[src/hw/rtl/cpcs_pkg.sv]
// shared types, codes and packet table of the camera ptz command sequencer
package cpcs_pkg;

    localparam int CMD_W   = 4;
    localparam int KIND_W  = 4;
    localparam int LIMIT_W = 3;
    localparam int CNT_W   = 3;
    localparam int IDX_W   = 4;
    localparam int PKT_LEN = 14;
    localparam int KQ_DEPTH = 4;
    localparam int KQ_AW    = $clog2(KQ_DEPTH);
    localparam int KQ_CW    = $clog2(KQ_DEPTH + 1);

    localparam logic [LIMIT_W-1:0] LIMIT_RESET = 3'd3;
    localparam logic [CNT_W-1:0]   CNT_MAX     = 3'd7;

    // command codes
    localparam logic [CMD_W-1:0] CMD_ZOOM_STOP    = 4'd1;
    localparam logic [CMD_W-1:0] CMD_ZOOM_IN      = 4'd2;
    localparam logic [CMD_W-1:0] CMD_ZOOM_OUT     = 4'd3;
    localparam logic [CMD_W-1:0] CMD_FOCUS_STOP   = 4'd4;
    localparam logic [CMD_W-1:0] CMD_FOCUS_FAR    = 4'd5;
    localparam logic [CMD_W-1:0] CMD_FOCUS_NEAR   = 4'd6;
    localparam logic [CMD_W-1:0] CMD_FOCUS_AUTO   = 4'd7;
    localparam logic [CMD_W-1:0] CMD_FOCUS_MANUAL = 4'd8;
    localparam logic [CMD_W-1:0] CMD_IRIS_UP      = 4'd9;
    localparam logic [CMD_W-1:0] CMD_IRIS_DOWN    = 4'd10;
    localparam logic [CMD_W-1:0] CMD_IRIS_AUTO    = 4'd12;
    localparam logic [CMD_W-1:0] CMD_IRIS_MANUAL  = 4'd13;

    // packet kinds
    localparam logic [KIND_W-1:0] K_ZOOM_STOP    = 4'd0;
    localparam logic [KIND_W-1:0] K_ZOOM_IN      = 4'd1;
    localparam logic [KIND_W-1:0] K_ZOOM_OUT     = 4'd2;
    localparam logic [KIND_W-1:0] K_FOCUS_STOP   = 4'd3;
    localparam logic [KIND_W-1:0] K_FOCUS_FAR    = 4'd4;
    localparam logic [KIND_W-1:0] K_FOCUS_NEAR   = 4'd5;
    localparam logic [KIND_W-1:0] K_FOCUS_AUTO   = 4'd6;
    localparam logic [KIND_W-1:0] K_FOCUS_MANUAL = 4'd7;
    localparam logic [KIND_W-1:0] K_IRIS_UP      = 4'd8;
    localparam logic [KIND_W-1:0] K_IRIS_DOWN    = 4'd9;
    localparam logic [KIND_W-1:0] K_IRIS_AUTO    = 4'd10;
    localparam logic [KIND_W-1:0] K_IRIS_MANUAL  = 4'd11;
    localparam logic [KIND_W-1:0] K_NONE         = 4'd12;

    localparam logic [IDX_W-1:0] IDX_LAST = 4'(PKT_LEN - 1);

    typedef struct packed {
        logic              valid;
        logic [KIND_W-1:0] kind;
    } kq_wr_t;

    typedef struct packed {
        logic              empty;
        logic [KIND_W-1:0] kind;
    } kq_rd_t;

    function automatic logic [7:0] pkt_byte(input logic [KIND_W-1:0] kind,
                                            input logic [IDX_W-1:0] idx);
        logic [7:0] op;
        logic [7:0] arg;
        logic [7:0] b;
        op  = 8'h00;
        arg = 8'h00;
        case (kind)
            K_ZOOM_STOP:    begin op = 8'h07; arg = 8'h00; end
            K_ZOOM_IN:      begin op = 8'h07; arg = 8'h22; end
            K_ZOOM_OUT:     begin op = 8'h07; arg = 8'h32; end
            K_FOCUS_STOP:   begin op = 8'h08; arg = 8'h00; end
            K_FOCUS_FAR:    begin op = 8'h08; arg = 8'h21; end
            K_FOCUS_NEAR:   begin op = 8'h08; arg = 8'h31; end
            K_FOCUS_AUTO:   begin op = 8'h38; arg = 8'h02; end
            K_FOCUS_MANUAL: begin op = 8'h38; arg = 8'h03; end
            K_IRIS_UP:      begin op = 8'h0b; arg = 8'h02; end
            K_IRIS_DOWN:    begin op = 8'h0b; arg = 8'h03; end
            K_IRIS_AUTO:    begin op = 8'h39; arg = 8'h00; end
            K_IRIS_MANUAL:  begin op = 8'h39; arg = 8'h03; end
            default:        begin op = 8'h00; arg = 8'h00; end
        endcase
        case (idx)
            4'd0:    b = 8'h01;
            4'd3:    b = 8'h06;
            4'd7:    b = 8'h01;
            4'd8:    b = 8'h81;
            4'd9:    b = 8'h01;
            4'd10:   b = 8'h04;
            4'd11:   b = op;
            4'd12:   b = arg;
            4'd13:   b = 8'hff;
            default: b = 8'h00;
        endcase
        return b;
    endfunction

endpackage

[src/hw/rtl/cpcs_front.sv]
// front end: accepts ticks, tracks repeats and mode flags, picks the packet kind
module cpcs_front
    import cpcs_pkg::*;
(
    input  logic               clk,
    input  logic               rst_n,
    input  logic               push,
    input  logic [CMD_W-1:0]   command_code,
    input  logic               q_full,
    input  logic               cfg_valid,
    input  logic [LIMIT_W-1:0] cfg_data,
    output logic               cfg_ready,
    output kq_wr_t             wr
);

    logic [LIMIT_W-1:0] limit_reg;
    logic [CMD_W-1:0]   last_cmd_reg, last_cmd_next;
    logic [CNT_W-1:0]   cnt_reg, cnt_next;
    logic               zoom_mv_reg, zoom_mv_next;
    logic               focus_mv_reg, focus_mv_next;
    logic               focus_man_reg, focus_man_next;
    logic               iris_man_reg, iris_man_next;

    logic               accept;
    logic [CNT_W-1:0]   cnt_up;
    logic               act;
    logic [KIND_W-1:0]  kind;

    assign cfg_ready = 1'b1;
    assign accept    = push && !q_full;

    always_ff @(posedge clk or negedge rst_n)
    begin
        if (!rst_n)
        begin
            limit_reg     <= LIMIT_RESET;
            last_cmd_reg  <= '0;
            cnt_reg       <= '0;
            zoom_mv_reg   <= 1'b0;
            focus_mv_reg  <= 1'b0;
            focus_man_reg <= 1'b0;
            iris_man_reg  <= 1'b0;
        end
        else
        begin
            if (cfg_valid)
            begin
                limit_reg <= cfg_data;
            end
            last_cmd_reg  <= last_cmd_next;
            cnt_reg       <= cnt_next;
            zoom_mv_reg   <= zoom_mv_next;
            focus_mv_reg  <= focus_mv_next;
            focus_man_reg <= focus_man_next;
            iris_man_reg  <= iris_man_next;
        end
    end

    always_comb
    begin
        last_cmd_next  = last_cmd_reg;
        cnt_next       = cnt_reg;
        zoom_mv_next   = zoom_mv_reg;
        focus_mv_next  = focus_mv_reg;
        focus_man_next = focus_man_reg;
        iris_man_next  = iris_man_reg;
        kind           = K_NONE;

        if (command_code == last_cmd_reg)
        begin
            cnt_up = (cnt_reg == CNT_MAX) ? CNT_MAX : cnt_reg + 3'd1;
        end
        else
        begin
            cnt_up = 3'd1;
        end
        act = (cnt_up <= limit_reg) || (command_code == CMD_IRIS_UP)
            || (command_code == CMD_IRIS_DOWN);

        if (accept)
        begin
            last_cmd_next = command_code;
            cnt_next      = cnt_up;
            if (act)
            begin
                // a pending stop wins over the request
                if (zoom_mv_reg && (command_code < CMD_ZOOM_STOP
                    || command_code > CMD_ZOOM_OUT))
                begin
                    kind         = K_ZOOM_STOP;
                    zoom_mv_next = 1'b0;
                end
                else if (focus_mv_reg && (command_code < CMD_FOCUS_FAR
                    || command_code > CMD_FOCUS_MANUAL))
                begin
                    kind          = K_FOCUS_STOP;
                    focus_mv_next = 1'b0;
                end
                else
                begin
                    case (command_code)
                        CMD_ZOOM_STOP:
                        begin
                            kind         = K_ZOOM_STOP;
                            zoom_mv_next = 1'b0;
                        end
                        CMD_ZOOM_IN:
                        begin
                            kind         = K_ZOOM_IN;
                            zoom_mv_next = 1'b1;
                        end
                        CMD_ZOOM_OUT:
                        begin
                            kind         = K_ZOOM_OUT;
                            zoom_mv_next = 1'b1;
                        end
                        CMD_FOCUS_STOP:
                        begin
                            kind          = K_FOCUS_STOP;
                            focus_mv_next = 1'b0;
                        end
                        CMD_FOCUS_FAR, CMD_FOCUS_NEAR:
                        begin
                            if (!focus_man_reg)
                            begin
                                // switch to manual, retry on the next tick
                                kind           = K_FOCUS_MANUAL;
                                focus_man_next = 1'b1;
                                cnt_next       = cnt_up - 3'd1;
                            end
                            else
                            begin
                                kind = (command_code == CMD_FOCUS_FAR) ?
                                       K_FOCUS_FAR : K_FOCUS_NEAR;
                                focus_mv_next = 1'b1;
                            end
                        end
                        CMD_FOCUS_AUTO:
                        begin
                            kind           = K_FOCUS_AUTO;
                            focus_mv_next  = 1'b0;
                            focus_man_next = 1'b0;
                        end
                        CMD_FOCUS_MANUAL:
                        begin
                            kind           = K_FOCUS_MANUAL;
                            focus_man_next = 1'b1;
                        end
                        CMD_IRIS_UP, CMD_IRIS_DOWN:
                        begin
                            if (!iris_man_reg)
                            begin
                                kind          = K_IRIS_MANUAL;
                                iris_man_next = 1'b1;
                                cnt_next      = cnt_up - 3'd1;
                            end
                            else
                            begin
                                kind = (command_code == CMD_IRIS_UP) ?
                                       K_IRIS_UP : K_IRIS_DOWN;
                            end
                        end
                        CMD_IRIS_AUTO:
                        begin
                            kind          = K_IRIS_AUTO;
                            iris_man_next = 1'b0;
                        end
                        CMD_IRIS_MANUAL:
                        begin
                            kind          = K_IRIS_MANUAL;
                            iris_man_next = 1'b1;
                        end
                        default:
                        begin
                            kind = K_NONE;
                        end
                    endcase
                end
            end
        end

        wr.valid = accept && (kind != K_NONE);
        wr.kind  = kind;
    end

endmodule

[src/hw/rtl/cpcs_kq.sv]
// short queue of packet kinds between front and back
module cpcs_kq
    import cpcs_pkg::*;
(
    input  logic   clk,
    input  logic   rst_n,
    input  kq_wr_t wr,
    input  logic   rd,
    output kq_rd_t head,
    output logic   full
);

    logic [KIND_W-1:0] mem [KQ_DEPTH];
    logic [KQ_AW-1:0]  wr_ptr_reg;
    logic [KQ_AW-1:0]  rd_ptr_reg;
    logic [KQ_CW-1:0]  cnt_reg;
    logic              do_rd;

    assign do_rd      = rd && (cnt_reg != '0);
    assign full       = (cnt_reg == KQ_CW'(KQ_DEPTH));
    assign head.empty = (cnt_reg == '0);
    assign head.kind  = mem[rd_ptr_reg];

    always_ff @(posedge clk)
    begin
        if (wr.valid)
        begin
            mem[wr_ptr_reg] <= wr.kind;
        end
    end

    always_ff @(posedge clk or negedge rst_n)
    begin
        if (!rst_n)
        begin
            wr_ptr_reg <= '0;
            rd_ptr_reg <= '0;
            cnt_reg    <= '0;
        end
        else
        begin
            if (wr.valid)
            begin
                wr_ptr_reg <= wr_ptr_reg + KQ_AW'(1);
            end
            if (do_rd)
            begin
                rd_ptr_reg <= rd_ptr_reg + KQ_AW'(1);
            end
            case ({wr.valid, do_rd})
                2'b10:   cnt_reg <= cnt_reg + KQ_CW'(1);
                2'b01:   cnt_reg <= cnt_reg - KQ_CW'(1);
                default: cnt_reg <= cnt_reg;
            endcase
        end
    end

endmodule

[src/hw/rtl/cpcs_back.sv]
// back end: serializes each queued kind into a 14-byte packet through an output register
module cpcs_back
    import cpcs_pkg::*;
(
    input  logic              clk,
    input  logic              rst_n,
    input  kq_rd_t            head,
    output logic              q_rd,
    input  logic              pop,
    output logic              empty,
    output logic [7:0]        packet_byte,
    output logic [KIND_W-1:0] packet_kind,
    output logic              last_byte
);

    logic              active_reg, active_next;
    logic [KIND_W-1:0] cur_kind_reg, cur_kind_next;
    logic [IDX_W-1:0]  idx_reg, idx_next;
    logic              ov_reg, ov_next;
    logic [7:0]        byte_reg, byte_next;
    logic [KIND_W-1:0] kind_reg, kind_next;
    logic              last_reg, last_next;

    logic              load;
    logic [KIND_W-1:0] emit_kind;
    logic [IDX_W-1:0]  emit_idx;
    logic              emit;

    assign empty       = !ov_reg;
    assign packet_byte = byte_reg;
    assign packet_kind = kind_reg;
    assign last_byte   = last_reg;

    always_ff @(posedge clk or negedge rst_n)
    begin
        if (!rst_n)
        begin
            active_reg <= 1'b0;
            ov_reg     <= 1'b0;
            idx_reg    <= '0;
        end
        else
        begin
            active_reg <= active_next;
            ov_reg     <= ov_next;
            idx_reg    <= idx_next;
        end
    end

    always_ff @(posedge clk)
    begin
        cur_kind_reg <= cur_kind_next;
        byte_reg     <= byte_next;
        kind_reg     <= kind_next;
        last_reg     <= last_next;
    end

    always_comb
    begin
        active_next   = active_reg;
        cur_kind_next = cur_kind_reg;
        idx_next      = idx_reg;
        byte_next     = byte_reg;
        kind_next     = kind_reg;
        last_next     = last_reg;
        q_rd          = 1'b0;
        emit          = 1'b0;
        emit_kind     = cur_kind_reg;
        emit_idx      = idx_reg;

        // output register free or being drained this cycle
        load = !ov_reg || pop;

        if (load)
        begin
            if (active_reg)
            begin
                emit = 1'b1;
            end
            else if (!head.empty)
            begin
                emit          = 1'b1;
                q_rd          = 1'b1;
                emit_kind     = head.kind;
                emit_idx      = '0;
                cur_kind_next = head.kind;
            end
        end

        if (emit)
        begin
            byte_next   = pkt_byte(emit_kind, emit_idx);
            kind_next   = emit_kind;
            last_next   = (emit_idx == IDX_LAST);
            active_next = (emit_idx != IDX_LAST);
            idx_next    = (emit_idx == IDX_LAST) ? '0 : emit_idx + IDX_W'(1);
        end

        ov_next = emit || (ov_reg && !pop);
    end

endmodule

[src/hw/rtl/camera_ptz_command_sequencer.sv]
// top level of the camera ptz command sequencer
//
//  channel   ports                                   transfer when
//  tick      push, full, command_code                push && !full
//  packet    empty, pop, packet_byte/kind, last_byte pop && !empty
//  config    cfg_valid, cfg_ready, cfg_data          cfg_valid && cfg_ready
//
//  a tick is taken whenever push is high and full low; the front end decides the packet at once
//  every decided packet gives 14 byte transfers, one per cycle while pop is held, set by the serializer
//  up to four decided packets wait in the kind queue; full is raised when it fills
//  a stall on pop holds the output register and backs up into the queue
//  reset clears the repeat count, mode flags, queue and output; repeat_limit becomes 3
module camera_ptz_command_sequencer
    import cpcs_pkg::*;
(
    input  logic               clk,
    input  logic               rst_n,
    input  logic               push,
    output logic               full,
    input  logic [CMD_W-1:0]   command_code,
    output logic               empty,
    input  logic               pop,
    output logic [7:0]         packet_byte,
    output logic [KIND_W-1:0]  packet_kind,
    output logic               last_byte,
    input  logic               cfg_valid,
    output logic               cfg_ready,
    input  logic [LIMIT_W-1:0] cfg_data
);

    kq_wr_t kq_wr;
    kq_rd_t kq_head;
    logic   kq_rd;
    logic   kq_full;

    assign full = kq_full;

    cpcs_front u_front (
        .clk          (clk),
        .rst_n        (rst_n),
        .push         (push),
        .command_code (command_code),
        .q_full       (kq_full),
        .cfg_valid    (cfg_valid),
        .cfg_data     (cfg_data),
        .cfg_ready    (cfg_ready),
        .wr           (kq_wr)
    );

    cpcs_kq u_kq (
        .clk   (clk),
        .rst_n (rst_n),
        .wr    (kq_wr),
        .rd    (kq_rd),
        .head  (kq_head),
        .full  (kq_full)
    );

    cpcs_back u_back (
        .clk         (clk),
        .rst_n       (rst_n),
        .head        (kq_head),
        .q_rd        (kq_rd),
        .pop         (pop),
        .empty       (empty),
        .packet_byte (packet_byte),
        .packet_kind (packet_kind),
        .last_byte   (last_byte)
    );

endmodule

[config.mk]
export PLATFORM = sky130hd
export DESIGN_NAME = camera_ptz_command_sequencer
export DESIGN_NICKNAME = d
export VERILOG_FILES = /design/src/hw/rtl/cpcs_pkg.sv /design/src/hw/rtl/cpcs_front.sv /design/src/hw/rtl/cpcs_kq.sv /design/src/hw/rtl/cpcs_back.sv /design/src/hw/rtl/camera_ptz_command_sequencer.sv
export SDC_FILE = /design/constraint.sdc
export NUM_CORES = 1
export LEC_CHECK = 0
export BUFFER_PORTS_ARGS = -buffer_cell sky130_fd_sc_hd__buf_4
export CAP_MARGIN = 10
export CORE_ASPECT_RATIO = 1.2
export CORE_UTILIZATION = 57
export CTS_BUF_LIST = sky130_fd_sc_hd__clkbuf_4 sky130_fd_sc_hd__clkbuf_8 sky130_fd_sc_hd__clkbuf_16
export DETAILED_ROUTE_END_ITERATION = 8
export HOLD_SLACK_MARGIN = 0.1
export PLACE_DENSITY_LB_ADDON = 0.15
export SKIP_CTS_REPAIR_TIMING = 1
export SKIP_LAST_GASP = 1
export SLEW_MARGIN = 40
export SYNTH_ARGS = -nofsm -noshare
export SYNTH_HDL_FRONTEND = slang
export SYNTH_SLANG_ARGS = --single-unit
[constraint.sdc]
create_clock -name clk -period 3.7 [get_ports clk]
set_clock_uncertainty 0.1 [all_clocks]
set_input_delay 0.74 -clock clk [delete_from_list [all_inputs] [get_ports clk]]
set_output_delay 0.74 -clock clk [all_outputs]
set_load 0.02 [all_outputs]
## Yosys cells after proc, flatten, opt, wreduce, memory -nomap -nowiden

Memories as Yosys holds them, arrays and structs flattened.
Cells that the tools add are included.
W data, S select, Z words.

- Register bits: 44
- Memory bits (writable): 16
- Memory bits (read-only): 160
- Word-level logic and storage cells: 137
- Memories: 2

- $add $sub $neg: 7
- $lt $le $gt $ge: 5
- Eq/ne operators: 29
- Multiplexer cells: 41
- Bitwise operators: 2
- Reductions and logical operators: 34

Memory list:

| name | words | width | rd ports | clocked after memory_dff | wr ports | line | RTL |
|---|---|---|---|---|---|---|---|
| (no name shown) | 16 | 10 | 1 | 0 | 0 | cpcs_pkg.sv:65 | `case (kind)` |
| u_kq.mem | 4 | 4 | 1 | 0 | 1 | cpcs_kq.sv:13 | `logic [KIND_W-1:0] mem [KQ_DEPTH];` |

Operators by type and width:

| kind | number |
|---|---|
| $pmux W8 S7 | 1 |
| $mux W4 | 13 |
| $eq A4 B4 Y1 const B | 11 |
| $pmux W4 S10 | 1 |
| $mux W3 | 7 |
| $eq A4 B3 Y1 const B | 5 |
| $reduce_and A5 Y1 | 3 |
| $mux W1 | 13 |
| $eq A4 B2 Y1 const B | 3 |
| $pmux W3 S2 | 2 |
| $reduce_bool A3 Y1 | 3 |
| $reduce_or A3 Y1 | 3 |
| $ne A4 B4 Y1 const B | 2 |
| $pmux W1 S2 | 4 |
| $reduce_or A2 Y1 | 4 |
| $add A3 B1 Y3 const B | 2 |
| $eq A3 B3 Y1 const B | 2 |
| $logic_and A1 B1 Y1 | 6 |
| $logic_or A1 B1 Y1 | 6 |
| $reduce_bool A2 Y1 | 3 |
| $sub A3 B1 Y3 const B | 2 |
| $add A2 B1 Y2 const B | 2 |
| $add A4 B1 Y4 const B | 1 |
| $eq A4 B1 Y1 const B | 1 |
| 15 further kinds | 18 |

## Depth between registers and ports, before layout

- Depth after elaboration: 12
- Gate-level depth with buffers: 16
- Gate-level depth less buffers: 16

## Modules after synthesis

A second synthesis with hierarchy kept.

- Cell total of the unflattened synthesis: 337
- Area, all modules: 3527.1 µm²

By module, submodules not included:

| module | instances | cells each | area each (µm²) | sequential area each (µm²) |
|---|---|---|---|---|
| cpcs_back | 1 | 127 | 1302.5 | 620.6 |
| cpcs_front | 1 | 151 | 1239.9 | 352.8 |
| cpcs_kq | 1 | 59 | 984.7 | 655.6 |

## Worst setup path after synthesis

OpenSTA, ideal clock, no wires.

- Path type: input-to-reg
- Start point: input port command_code[0]
- End point: register u_kq.cnt_reg[2]
- Library setup time: 0.125 ns
- Arrival: 3.498 ns
- Required time: 3.475 ns
- Path slack: -0.024 ns
- Stages: 16
- Buffers on the path: 1
- Path through: buf_6 -> xnor2_4 -> nand4_4 -> nor2_1 -> ha_1 -> nor2b_1 -> o21ai_1 -> o21ai_2 -> a311oi_4 -> inv_1 -> ha_1 -> inv_1 -> fa_1 -> xor2_1 -> nor2_1 -> xor2_1

- Longest elaborated chain between the ends: 12
- Elaborated cells on any way between the ends: 42

Ends and longest elaborated chain:

| what | line | RTL |
|---|---|---|
| start: declaration | camera_ptz_command_sequencer.sv:20 | `input logic [CMD_W-1:0] command_code,` |
| $eq A4 B4 Y1 or $eq A4 B3 Y1 (tied branches) | -- |  |
| $mux W1 (on tied branches) | cpcs_front.sv:159, cpcs_front.sv:133 |  |
| $mux W4 (on tied branches) | cpcs_front.sv:151, cpcs_front.sv:124 |  |
| $pmux W4 S10 | cpcs_front.sv:101 | `case (command_code)` |
| $mux W4 | cpcs_front.sv:93 | `else if (focus_mv_reg && (command_code < CMD_FOCUS_FAR` |
| $mux W4 | cpcs_front.sv:87 | `if (zoom_mv_reg && (command_code < CMD_ZOOM_STOP` |
| $mux W4 * | cpcs_front.sv:84 | `if (act)` |
| $mux W4 * | cpcs_front.sv:80 | `if (accept)` |
| $ne A4 B4 Y1 * | cpcs_front.sv:182 | `wr.valid = accept && (kind != K_NONE);` |
| $logic_and A1 B1 Y1 * | cpcs_front.sv:182 |  |
| $eq A2 B1 Y1 or $eq A2 B2 Y1 (tied branches) | cpcs_kq.sv:50 | `case ({wr.valid, do_rd})` |
| $pmux W3 S2 or $reduce_bool A2 Y1 (tied branches) | -- |  |
| end signal: assignment | cpcs_kq.sv:51 | `2'b10: cnt_reg <= cnt_reg + KQ_CW'(1);` |
| end signal: assignment | cpcs_kq.sv:52 | `2'b01: cnt_reg <= cnt_reg - KQ_CW'(1);` |
| end signal: assignment | cpcs_kq.sv:53 | `default: cnt_reg <= cnt_reg;` |
| end: declaration | cpcs_kq.sv:16 | `logic [KQ_CW-1:0] cnt_reg;` |

Every way passes the cells marked *; elsewhere a longest branch is shown, timed or not.
A chain may end at the register's enable or synchronous reset.

## Final worst setup path

- Start point: input port command_code[2]
- End point: register u_kq.cnt_reg[2]

The elaborated chain is that of the path after synthesis.

==> results.sh <==
export IMPL_core_area_um2=6010
export IMPL_yosysSeqAreaShare=0.461
export IMPL_p_sw_frac=0.367
export IMPL_drc=0
export IMPL_drt_iter0_drc=148
export IMPL_detail_route_antenna_nets=0
export IMPL_cts_root_buf="clkbuf_8"
export IMPL_largest_register="u_kq.mem"
export IMPL_numCtsBuffers=9
export IMPL_synth_seq_cells=60
export IMPL_synth_nets=354
export IMPL_maxCapViolations=0
export IMPL_hold_slack_ns=0.208
export IMPL_ys_types=81
export IMPL_hpwl_um=4850
export IMPL_p_switching_mw=1.11
export IMPL_vias_per_cell=5.80
export IMPL_r2r_slack_ns=0.31
export IMPL_dp_slack_ns=-0.0397
export IMPL_synth_edff_count=29
export IMPL_start_kind="primary input"
export IMPL_ys_warn_count=0
export IMPL_status="completed"
export IMPL_pwr_share_comb=0.366
export IMPL_wire_per_inst_um=15.7
export IMPL_p_seq_frac=0.392
export IMPL_relSlewSlack=0.439
export IMPL_worstSetupPathType="primary input to flip-flop"
export IMPL_cts_tree="built"
export IMPL_p_leak_nw=1.69
export IMPL_grt_use_met3=0.0467
export IMPL_synthCells=327
export IMPL_netlist_area_um2=3540
export IMPL_die_area_um2=6530
export IMPL_gp_congestion=0.910
export IMPL_port_buffers=26
export IMPL_setup_worst_path_end_class="flip-flop"
export IMPL_vias=2583
export IMPL_synthArstFlopShare=0.450
export IMPL_clk_latency_ns=0.33
export IMPL_largest_register_ff_count=16
export IMPL_insertedDiodeCount=0
export IMPL_grt_pass1_wl_um=11300
export IMPL_cts_clk_slew_worst_paths_ns=0.08
export IMPL_start_util=0.588
export IMPL_synth_ff_type="edfxtp_1"
export IMPL_finalMaxSlewViolations=0
export IMPL_ios=28
export IMPL_met1_usage=0.263
export IMPL_drt_wl_total_um=6970
export IMPL_antenna_found_initial=0
export IMPL_worst_pin_slew_ns=0.820
export IMPL_rows=31
export IMPL_first_pass_iters=4
export IMPL_min_path_type="primary input to asynchronous set/reset pin"
export IMPL_grt_pass1_vias=2498
export IMPL_place_area_um2=3830
export IMPL_cp_required_ns=3.85
export IMPL_r2r_end="u_kq.cnt_reg[2]"
export IMPL_met2_usage=0.405
export IMPL_ir_drop_v=0.000264
export IMPL_cp_endpoint="u_kq.cnt_reg[2]"
export IMPL_timing_final_crit_share=0.918
export IMPL_die_h_um=88.3
export IMPL_grt_most_used_layer="met2"
export IMPL_setup_tns_final_ns=0
export IMPL_synth_area_leaders="edfxtp_1 25%, dfrtp_1 18%, ha_1 5.0%, nand2_1 3.4%, o21ai_0 2.7%"
export IMPL_grt_overflow=0
export IMPL_avgSynthCellArea_um2=10.8
export IMPL_reg2reg_from="u_front.cnt_reg[0]"
export IMPL_grt_setup_unrepaired="false"
export IMPL_p_clk_frac=0.242
export IMPL_finalNetCount=385
export IMPL_synth_largest_area_cell="edfxtp_1"
export IMPL_setup_ws_ns=0.302
export IMPL_drive_gt1_frac=0.256
export IMPL_cts_buffer_depth=2
export IMPL_synthDominantCellAreaShare=0.246
export IMPL_fin_area_um2=4090
export IMPL_cp_arrival_ns=3.55
export IMPL_clock_sinks=60
export IMPL_cts_htree_levels=3
export IMPL_setup_viol=0
export IMPL_hold_viol=0
export IMPL_period_needed_ns=3.40
export IMPL_grt_usage=0.232
export IMPL_r2r_cells=15
export IMPL_syn_to_final_growth_pct=15.5
export IMPL_cp_startpoint="command_code[2]"
export IMPL_crit_fanout=5
export IMPL_grt_max_degree=28
export IMPL_max_freq_ghz=0.294
export IMPL_dieWidth_um=73.9
export IMPL_p_per_area_nw_per_um2=739
export IMPL_p_int_mw=1.91
cell type report:
class / count / area, µm²
Sequential cell: 60 / 1630
Clock inverter: 7 / 123
Inverter: 20 / 75.1
Multi-Input combinational cell: 227 / 1730
Clock buffer: 9 / 124
Fill cell: 454 / 1930
Tap cell: 82 / 103
Timing Repair Buffer: 40 / 300
placed cells by master (no fill, tap or decap), types with 5 or more instances in the layout:
master,instances
clkbuf_8,9
inv_1,18
nor2_1,23
buf_4,40
ha_1,14
edfxtp_1,29
nor3_1,13
nand2_1,32
mux2_2,6
o21ai_0,19
and2_1,6
a21oi_1,8
xnor2_1,7
dfrtp_1,25
nand2b_1,5
worst min path at each step:
| stage | endpoint | slack [ns] | cells past startpoint |
|---|---|---|---|
| 2_1_floorplan | u_back.active_reg | 0.34 | 0 |
| 3_3_place_gp | u_front.iris_man_reg | 0.39 | 1 |
| 3_5_place_dp | u_front.iris_man_reg | 0.41 | 1 |
| 4_1_cts | u_kq.rd_ptr_reg[1] | 0.21 | 1 |
| 5_1_grt | u_kq.rd_ptr_reg[1] | 0.23 | 1 |
| 6_report | u_kq.rd_ptr_reg[1] | 0.21 | 1 |
power groups by stage:
stage                     registers [mW]  clock network [mW]  logic, mW
final                               1.18               0.732       1.11
after global routing                1.21               0.760       1.23
after CTS                           1.18               0.737       1.10
after detailed placement            1.19                   0       1.09
after global placement              1.18                   0       1.06
after floorplan                     1.13                   0      0.848
stage by stage:
| step | utilization | power [mW] | cells |
|---|---|---|---|
| finish | 0.680 | 3.02 | 445 |
| global route | 0.680 | 3.20 | 445 |
| CTS | 0.677 | 3.02 | 444 |
| detailed placement | 0.636 | 2.28 | 428 |
| global placement | 0.636 | 2.24 | 428 |
| floorplan | - | 1.97 | 327 |
cells in the mapped netlist (4+ instances only):
cell,instances
mux4_2,4
nand2_1,32
nor3_1,13
a21oi_1,9
dfxtp_1,4
mux2i_1,4
xor2_1,4
nand2b_1,5
ha_1,14
mux2_2,6
edfxtp_1,29
and2_1,6
nand3_1,4
inv_1,18
clkbuf_1,12
dfrtp_1,25
nor2_1,23
xnor2_1,7
o31ai_1,4
o21ai_0,19
worst max-delay path: stages:
cell	delay [ns]
buf_4	0.12
xnor2_1	0.24
nand4_4	0.13
nor2_1	0.17
ha_1	0.26
nand2_1	0.12
o21ai_2	0.11
o31ai_4	0.38
a311oi_4	0.14
inv_1	0.08
ha_1	0.17
inv_1	0.06
fa_1	0.43
xor2_1	0.15
nor2_1	0.11
xor2_1	0.15
metal layers:
layer  up-vias  wire [µm]
li1       1249          -
met5         -          0
met1      1240       2860
met4         0        264
met2        72       3600
met3        22        245
logic make-up after synthesis:
logic type / share of synthesized area
simple gates: 0.165
mux: 0.0644
buf+inv: 0.0523
xor+xnor: 0.0442
fa+ha+maj: 0.0552
compound gates: 0.157
other cells: 0.00106
flops: 0.461
Note: power is estimated with default switching activity, not from simulation.
